**config.mk**
```make
export PLATFORM = sky130hd
export DESIGN_NAME = median_offset_calibration_unit_flat
export DESIGN_NICKNAME = d
export VERILOG_FILES = /design/src/rtl/core/moc_pkg.sv /design/src/rtl/core/moc_req_if.sv /design/src/rtl/core/moc_res_if.sv /design/src/rtl/core/median_offset_calibration_unit.sv /design/src/flat_wrapper.sv
export SDC_FILE = /design/constraint.sdc
export NUM_CORES = 1
export LEC_CHECK = 0
export ABC_AREA = 1
export CAP_MARGIN = 30
export CORE_ASPECT_RATIO = 1.2
export CORE_MARGIN = 3
export CORE_UTILIZATION = 55
export CTS_CLUSTER_DIAMETER = 80
export DETAILED_ROUTE_END_ITERATION = 6
export DONT_BUFFER_PORTS = 1
export PLACE_DENSITY = 0.71
export SYNTH_ARGS = -nofsm -noshare
export SYNTH_HDL_FRONTEND = slang
export SYNTH_SLANG_ARGS = --single-unit
```
**constraint.sdc**
```tcl
create_clock -name i_clk -period 7.74 [get_ports i_clk]
set_clock_uncertainty 0.2 [all_clocks]
set_input_delay 1.548 -clock i_clk [delete_from_list [all_inputs] [get_ports i_clk]]
set_output_delay 1.548 -clock i_clk [all_outputs]
set_load 0.01 [all_outputs]
```
**src/rtl/core/moc_pkg.sv**
```systemverilog
package moc_pkg;

    // Field widths of the request and result transactions.
    localparam int POT_W  = 15;
    localparam int OFS_W  = 11;
    localparam int LIM_W  = 10;
    localparam int ELEC_W = 3;

    // Request kinds.
    localparam logic REQ_RECORD  = 1'b0;
    localparam logic REQ_COMPUTE = 1'b1;

    // Reset value of the offset limit register.
    localparam logic [LIM_W-1:0] LIMIT_RESET = 10'd320;

    typedef logic [POT_W-1:0]         t_pot;
    typedef logic signed [OFS_W-1:0]  t_ofs;
    typedef logic [LIM_W-1:0]         t_lim;
    typedef logic [ELEC_W-1:0]        t_elec;

endpackage

```
**src/rtl/core/moc_req_if.sv**
```systemverilog
interface moc_req_if
    import moc_pkg::*;
();
    logic  valid;
    logic  ready;
    logic  req_type;
    t_elec electrode;
    t_pot  potential;
    logic  store;

    modport source (output valid, output req_type, output electrode, output potential,
                    output store, input ready);
    modport sink   (input valid, input req_type, input electrode, input potential,
                    input store, output ready);
endinterface

```
**src/rtl/core/moc_res_if.sv**
```systemverilog
interface moc_res_if
    import moc_pkg::*;
();
    logic  valid;
    logic  ready;
    t_elec out_electrode;
    t_ofs  offset;
    t_pot  median;
    logic  median_valid;
    logic  last;

    modport source (output valid, output out_electrode, output offset, output median,
                    output median_valid, output last, input ready);
    modport sink   (input valid, input out_electrode, input offset, input median,
                    input median_valid, input last, output ready);
endinterface

```
**src/rtl/core/median_offset_calibration_unit.sv**
```systemverilog
// Channel   | Direction | Handshake     | Payload
// i_req     | in        | valid/ready   | req_type, electrode, potential, store
// o_res     | out       | valid/ready   | out_electrode, offset, median, median_valid, last
// i_cfg     | in        | write enable  | offset_limit (10 bit)
//
// A record transaction writes the potential store while the block is idle. A compute
// transaction counts the stored potentials, finds their median, updates the offsets if
// store is set and then emits one result per electrode, holding on any output stall;
// empty electrodes are skipped in the ranking: one shared comparator ranks every stored
// potential against every other over the single read port of the potential store.
// The reset is synchronous and clears the stores and the median, and restores the limit.
// While the result register waits for o_res.ready the sequencer holds.
module median_offset_calibration_unit
    import moc_pkg::*;
#(
    parameter int ELECTRODES = 8
) (
    input  logic      i_clk,
    input  logic      i_rst_n,
    moc_req_if.sink   i_req,
    moc_res_if.source o_res,
    input  logic      i_cfg_we,
    input  t_lim      i_cfg_wdata
);

    localparam int IW = (ELECTRODES > 1) ? $clog2(ELECTRODES) : 1;
    localparam int CW = $clog2(ELECTRODES + 1);
    localparam logic [IW-1:0] LAST_IDX = IW'(ELECTRODES - 1);

    // Sequencer states.
    localparam logic [2:0] S_IDLE   = 3'd0;
    localparam logic [2:0] S_COUNT  = 3'd1;
    localparam logic [2:0] S_LOAD   = 3'd2;
    localparam logic [2:0] S_SCAN   = 3'd3;
    localparam logic [2:0] S_MEDIAN = 3'd4;
    localparam logic [2:0] S_PREP   = 3'd5;
    localparam logic [2:0] S_WAIT   = 3'd6;

    logic [2:0]    r_state;
    t_pot          r_pot [ELECTRODES];
    t_ofs          r_ofs [ELECTRODES];
    t_pot          r_median;
    logic          r_valid;
    t_lim          r_limit;
    logic          r_apply;
    logic [IW-1:0] r_i;
    logic [IW-1:0] r_j;
    logic [CW-1:0] r_cnt;
    logic [CW-1:0] r_lt;
    logic [CW-1:0] r_le;
    t_pot          r_cand;
    t_pot          r_m1;
    t_pot          r_m2;
    t_elec         r_out_elec;
    t_ofs          r_out_ofs;
    logic          r_out_last;

    logic [IW-1:0]        rd_idx;
    t_pot                 rd_pot;
    logic                 rd_nz;
    logic                 cmp_lt;
    logic                 cmp_le;
    logic [CW-1:0]        lt_nx;
    logic [CW-1:0]        le_nx;
    logic [CW-1:0]        half;
    logic [POT_W:0]       pair_sum;
    logic signed [16:0]   upd_sum;
    logic signed [16:0]   upd_mag;
    t_ofs                 upd_ofs;

    // Single read port of the potential store, steered by the sequencer.
    always_comb begin
        unique case (r_state)
            S_COUNT, S_SCAN: rd_idx = r_j;
            default:         rd_idx = r_i;
        endcase
    end
    assign rd_pot = r_pot[rd_idx];
    assign rd_nz  = (rd_pot != '0);

    // Shared comparator and rank counters.
    assign cmp_lt = (rd_pot < r_cand);
    assign cmp_le = (rd_pot <= r_cand);
    assign lt_nx  = r_lt + CW'(rd_nz && cmp_lt);
    assign le_nx  = r_le + CW'(rd_nz && cmp_le);
    assign half   = r_cnt >> 1;

    // Mean of the two middle values, rounded down.
    assign pair_sum = {1'b0, r_m1} + {1'b0, r_m2};

    // Offset update of one electrode, with the true magnitude checked.
    always_comb begin
        upd_sum = $signed({{6{r_ofs[r_i][OFS_W-1]}}, r_ofs[r_i]})
                + $signed({2'b00, r_median}) - $signed({2'b00, rd_pot});
        upd_mag = upd_sum[16] ? -upd_sum : upd_sum;
        if (upd_mag > $signed({7'd0, r_limit})) begin
            upd_ofs = '0;
        end else begin
            upd_ofs = upd_sum[OFS_W-1:0];
        end
    end

    // Configuration register.
    always_ff @(posedge i_clk) begin
        if (!i_rst_n) begin
            r_limit <= LIMIT_RESET;
        end else if (i_cfg_we) begin
            r_limit <= i_cfg_wdata;
        end
    end

    // Sequencer and stores.
    always_ff @(posedge i_clk) begin
        if (!i_rst_n) begin
            r_state  <= S_IDLE;
            r_median <= '0;
            r_valid  <= 1'b0;
            r_i      <= '0;
            r_j      <= '0;
            r_cnt    <= '0;
            r_lt     <= '0;
            r_le     <= '0;
            for (int k = 0; k < ELECTRODES; k++) begin
                r_pot[k] <= '0;
                r_ofs[k] <= '0;
            end
        end else begin
            unique case (r_state)
                S_IDLE: begin
                    if (i_req.valid) begin
                        if (i_req.req_type == REQ_RECORD) begin
                            if (32'(i_req.electrode) < ELECTRODES) begin
                                r_pot[IW'(i_req.electrode)] <= i_req.potential;
                            end
                        end else begin
                            r_apply <= i_req.store;
                            r_j     <= '0;
                            r_cnt   <= '0;
                            r_state <= S_COUNT;
                        end
                    end
                end
                S_COUNT: begin
                    r_cnt <= r_cnt + CW'(rd_nz);
                    if (r_j == LAST_IDX) begin
                        r_i     <= '0;
                        r_state <= S_LOAD;
                    end else begin
                        r_j <= r_j + IW'(1);
                    end
                end
                S_LOAD: begin
                    // Fetch the next candidate; empty entries are skipped.
                    r_cand <= rd_pot;
                    r_j    <= '0;
                    r_lt   <= '0;
                    r_le   <= '0;
                    if (rd_nz) begin
                        r_state <= S_SCAN;
                    end else if (r_i == LAST_IDX) begin
                        r_state <= S_MEDIAN;
                    end else begin
                        r_i <= r_i + IW'(1);
                    end
                end
                S_SCAN: begin
                    r_lt <= lt_nx;
                    r_le <= le_nx;
                    if (r_j == LAST_IDX) begin
                        // The candidate holds rank k when lt <= k < le.
                        if (lt_nx < half && half <= le_nx) begin
                            r_m1 <= r_cand;
                        end
                        if (lt_nx <= half && half < le_nx) begin
                            r_m2 <= r_cand;
                        end
                        if (r_i == LAST_IDX) begin
                            r_state <= S_MEDIAN;
                        end else begin
                            r_i     <= r_i + IW'(1);
                            r_state <= S_LOAD;
                        end
                    end else begin
                        r_j <= r_j + IW'(1);
                    end
                end
                S_MEDIAN: begin
                    r_valid <= (r_cnt != '0);
                    if (r_cnt != '0) begin
                        r_median <= r_cnt[0] ? r_m2 : pair_sum[POT_W:1];
                    end
                    r_i     <= '0;
                    r_state <= S_PREP;
                end
                S_PREP: begin
                    // Update one offset and load the result register.
                    r_out_elec <= ELEC_W'(r_i);
                    r_out_last <= (r_i == LAST_IDX);
                    if (r_apply && r_valid && rd_nz) begin
                        r_ofs[r_i] <= upd_ofs;
                        r_out_ofs  <= upd_ofs;
                    end else begin
                        r_out_ofs  <= r_ofs[r_i];
                    end
                    r_state <= S_WAIT;
                end
                S_WAIT: begin
                    if (o_res.ready) begin
                        if (r_i == LAST_IDX) begin
                            r_state <= S_IDLE;
                        end else begin
                            r_i     <= r_i + IW'(1);
                            r_state <= S_PREP;
                        end
                    end
                end
                default: begin
                    r_state <= S_IDLE;
                end
            endcase
        end
    end

    // Channel outputs.
    assign i_req.ready         = (r_state == S_IDLE);
    assign o_res.valid         = (r_state == S_WAIT);
    assign o_res.out_electrode = r_out_elec;
    assign o_res.offset        = r_out_ofs;
    assign o_res.median        = r_median;
    assign o_res.median_valid  = r_valid;
    assign o_res.last          = r_out_last;

`ifndef SYNTH
    // A result is never offered while a new request can be taken.
    a_one_item: assert property (@(posedge i_clk) disable iff (!i_rst_n)
        o_res.valid |-> !i_req.ready)
        else $error("result offered while accepting requests");

    // The nonzero count never exceeds the number of electrodes.
    a_cnt_range: assert property (@(posedge i_clk) disable iff (!i_rst_n)
        32'(r_cnt) <= ELECTRODES)
        else $error("nonzero count out of range");

    // The last result of a run returns the block to idle.
    a_last_idle: assert property (@(posedge i_clk) disable iff (!i_rst_n)
        (o_res.valid && o_res.ready && o_res.last) |=> i_req.ready)
        else $error("block not idle after last result");

    // A compute request leads straight into the counting pass.
    a_compute_start: assert property (@(posedge i_clk) disable iff (!i_rst_n)
        (i_req.valid && i_req.ready && i_req.req_type == REQ_COMPUTE)
        |=> (r_state == S_COUNT && r_cnt == '0))
        else $error("compute request did not start counting");
`endif

endmodule

```
**src/flat_wrapper.sv**
```systemverilog
// flat-port wrapper written by rule: the top's interface ports become plain ports
module median_offset_calibration_unit_flat import moc_pkg::*;
#(
    parameter int ELECTRODES = 8
)
  (i_clk, i_rst_n, i_cfg_we, i_cfg_wdata, i_req_valid, i_req_req_type, i_req_electrode, i_req_potential, i_req_store, i_req_ready, o_res_valid, o_res_out_electrode, o_res_offset, o_res_median, o_res_median_valid, o_res_last, o_res_ready);
  moc_req_if i_req_i ();
  moc_res_if o_res_i ();
  input  logic i_clk;
  input  logic i_rst_n;
  input  logic i_cfg_we;
  input  t_lim i_cfg_wdata;
  input wire logic [$bits(i_req_i.valid)-1:0] i_req_valid;
  input wire logic [$bits(i_req_i.req_type)-1:0] i_req_req_type;
  input wire logic [$bits(i_req_i.electrode)-1:0] i_req_electrode;
  input wire logic [$bits(i_req_i.potential)-1:0] i_req_potential;
  input wire logic [$bits(i_req_i.store)-1:0] i_req_store;
  output wire logic [$bits(i_req_i.ready)-1:0] i_req_ready;
  output wire logic [$bits(o_res_i.valid)-1:0] o_res_valid;
  output wire logic [$bits(o_res_i.out_electrode)-1:0] o_res_out_electrode;
  output wire logic [$bits(o_res_i.offset)-1:0] o_res_offset;
  output wire logic [$bits(o_res_i.median)-1:0] o_res_median;
  output wire logic [$bits(o_res_i.median_valid)-1:0] o_res_median_valid;
  output wire logic [$bits(o_res_i.last)-1:0] o_res_last;
  input wire logic [$bits(o_res_i.ready)-1:0] o_res_ready;
  assign i_req_i.valid = i_req_valid;
  assign i_req_i.req_type = i_req_req_type;
  assign i_req_i.electrode = i_req_electrode;
  assign i_req_i.potential = i_req_potential;
  assign i_req_i.store = i_req_store;
  assign i_req_ready = i_req_i.ready;
  assign o_res_valid = o_res_i.valid;
  assign o_res_out_electrode = o_res_i.out_electrode;
  assign o_res_offset = o_res_i.offset;
  assign o_res_median = o_res_i.median;
  assign o_res_median_valid = o_res_i.median_valid;
  assign o_res_last = o_res_i.last;
  assign o_res_i.ready = o_res_ready;
  median_offset_calibration_unit #(.ELECTRODES(ELECTRODES)) u_core (.i_clk(i_clk), .i_rst_n(i_rst_n), .i_req(i_req_i), .o_res(o_res_i), .i_cfg_we(i_cfg_we), .i_cfg_wdata(i_cfg_wdata));
endmodule
```
==> flow_summary.toml <==
[status]
outcome = "finished clean"

[timing]
slew_headroom = 0.3862
fin_crit_sh = 0.9082
slew_viol_final = 0
finalSetupTns_ns = 0
hold_violations = 0
rsz0062_at_grt = "false"
tightest_slew_ns = 0.9185
max_freq_ghz = 0.1423
finalSetupViolCount = 0
min_period_ns = 7.030

[clocking]
clock_path_buffers = 3
tritoncts = "yes"
clk_pin_slew_ns = 0.06
post_cts_buffers = 0
cts_resized = 0
ctsHtreeMaxLevel = 2
cts_sinks = 319
cts_buffers = 35
root_buffer = "clkbuf_16"
worstSkewPairLatency_ns = 0.53
hold_buffers = 0

[die]
coreArea_sq_mm = 0.03004
io_pins = 68
num_rows = 69
initial_core_util = 0.5664
die_area_sq_mm = 0.03310
die_w_um = 166.6
die_h_um = 198.7

[worst_setup_path]
cp_slowest_stage_delay_ns = 0.56
crit_buf_inv = 5
cp.arrival_ns = 7.20
cp_slowest_cell = "dfxtp_1"
critPathLaunchType = "flop"
crit_fanout = 35
crit_type = "flop to flop"
critical-path-top-delay-family = "simple AND/OR/NAND/NOR gates"
worstPathRequired_ns = 7.91
worstSetupEndpointType = "flop"
path_common_cell = "nand2_1"

[cells_and_area]
drive_gt1_frac = 0.05083
design_area_sq_mm = 0.01857
layout-area-overhead-vs-synth_pct = 9.117
nets = 2027
antenna_cells = 0
fillers = 2534

[synth]
synth_area_leader_cell = "edfxtp_1"
yosysMostFrequentCell = "nand2_1"
synth_common_cells = "nand2_1, nor2_1, edfxtp_1"
synth-async-reset-ratio = 0
syn_area_sq_mm = 0.01702
synth_cell_types = 47
synth_edf_count = 269
postSynthCellCount = 1921
seq_area_frac_synth = 0.5335
synthTopCellsByArea = "edfxtp_1, nand2_1, nor2_1, dfxtp_1, ha_1"
yosysWarnings = 0
synth_seq_cells = 319
syn_avg_cell_area_sq_um = 8.859
ys.flop_type = "edfxtp_1"
synth_top_area_share = 0.4747
syn_nets = 2044

[grt]
grt_max_degree = 48
met1_usage = 0.3210
grt_pass1_wl_mm = 68.42
grt_overflow = 0
use_met2 = 0.4610
grt_usage = 0.2614
busiest_layer = "met2"
grt_pass1_vias = 13055
gr-usage-met3 = 0.04194
antenna_found_initial = 0

[run]
drv_cap = 0

[place]
port_buffers = 0
hpwlAfterDp_mm = 29.73
globalplace.congestion = 0.9051
post_dp_cell_area_sq_mm = 0.01729

[route]
routed_via_density = 5.649
antenna_left = 0
drc = 0
drt_pass1_iterations = 5
routedWlPerCell_um = 18.77
num_vias = 13094
drt_wl_total_mm = 43.51
drt_iter0_markers = 1300

[hold_path]
hold_path_class = "flop to flop"
==> state kept, by name, indices dropped and copies added (netlist names), named ones only <==
register / cells
u_core.r_limit: 10
u_core.r_cnt: 4
u_core.o_res.median: 15
u_core.o_res.offset: 11
u_core.r_le: 4
u_core.r_apply: 1
u_core.r_m2: 15
u_core.o_res.out_electrode: 3
u_core.o_res.last: 1
u_core.r_cand: 15
u_core.r_i: 3
u_core.r_state: 3
u_core.o_res.median_valid: 1
u_core.r_j: 3
u_core.r_ofs: 88
u_core.r_pot: 120
u_core.r_m1: 15
u_core.r_lt: 4
==> per-layer routing <==
metal	up-vias	share of wire
met1	6089	0.39
li1	6322	-
met5	-	0
met4	0	0.040
met3	118	0.077
met2	565	0.49
==> through the flow <==
stage	instances	utilization	setup WS (ns)	hold WS, ns
finish	2318	0.6181	0.7103	0.2666
global route	2318	0.6181	0.2142	0.2892
CTS	2318	0.6181	0.7922	0.2696
detailed placement	2257	0.5755	0.8130	0.2604
global placement	2256	0.5752	0.8780	0.2502
floorplan	1921	-	2.234	0.2394
==> final timing paths <==
kind                                  start                                to  slack (ns)  cells past startpoint
max          u_core.r_state[2]$_SDFFE_PN0P_  u_core.r_ofs[5][8]$_SDFFCE_PN0P_        0.71                     34
min          u_core.r_limit[5]$_SDFFE_PN0P_    u_core.r_limit[5]$_SDFFE_PN0P_        0.27                      2
max reg2reg  u_core.r_state[2]$_SDFFE_PN0P_  u_core.r_ofs[5][8]$_SDFFCE_PN0P_        0.71                     34
min reg2reg  u_core.r_limit[5]$_SDFFE_PN0P_    u_core.r_limit[5]$_SDFFE_PN0P_        0.27                      2
==> layout by cell type, fill, tap and decap left out, types with 3 or more instances in the layout <==
master	n
nand2_1	399
nor2_1	363
edfxtp_1	269
inv_1	229
a21oi_1	94
o21ai_0	89
nand3_1	84
ha_1	72
dfxtp_1	50
clkbuf_16	37
o21ai_1	30
o211ai_1	22
o22ai_1	16
xor2_1	16
fa_1	16
buf_4	16
nor3_1	9
nand4_1	9
bufinv_16	9
clkinv_1	8
nand3_2	8
clkbuf_1	8
xnor2_1	7
a32o_1	6
nand3b_1	6
inv_2	5
a211oi_1	5
a221oi_1	5
o21ai_2	4
a31oi_1	4
nand2_2	3
==> cells by family after synthesis <==
family	after synthesis	share of synthesized area
AND/OR/NAND/NOR	893	0.2132
adder cells (fa/ha/maj)	88	0.07176
AO/OA/AOI/OAI	285	0.09477
XOR/XNOR	23	0.01184
buffers and inverters	313	0.07492
flip-flops	319	0.5335
==> worst min-delay path: stages, from the launching register on <==
cell and delay [ns]:
dfxtp_1 0.30, inv_1 0.06, a21oi_1 0.06
==> area by class of cell <==
cell class | count | area, sq um | area share
clock buffer | 46 | 969.7 | 0.05222
clock inverter | 15 | 307.8 | 0.01658
inverter | 241 | 904.6 | 0.04872
multi-input combinational | 1289 | 6669 | 0.3591
sequential | 319 | 9079 | 0.4889
tap | 390 | 488.0 | 0.02628
timing repair buffer | 18 | 151.4 | 0.008153
Power is left out: the tool's default activity adds up to more than one toggle a clock period on the data nets, which glitch-free logic cannot reach.
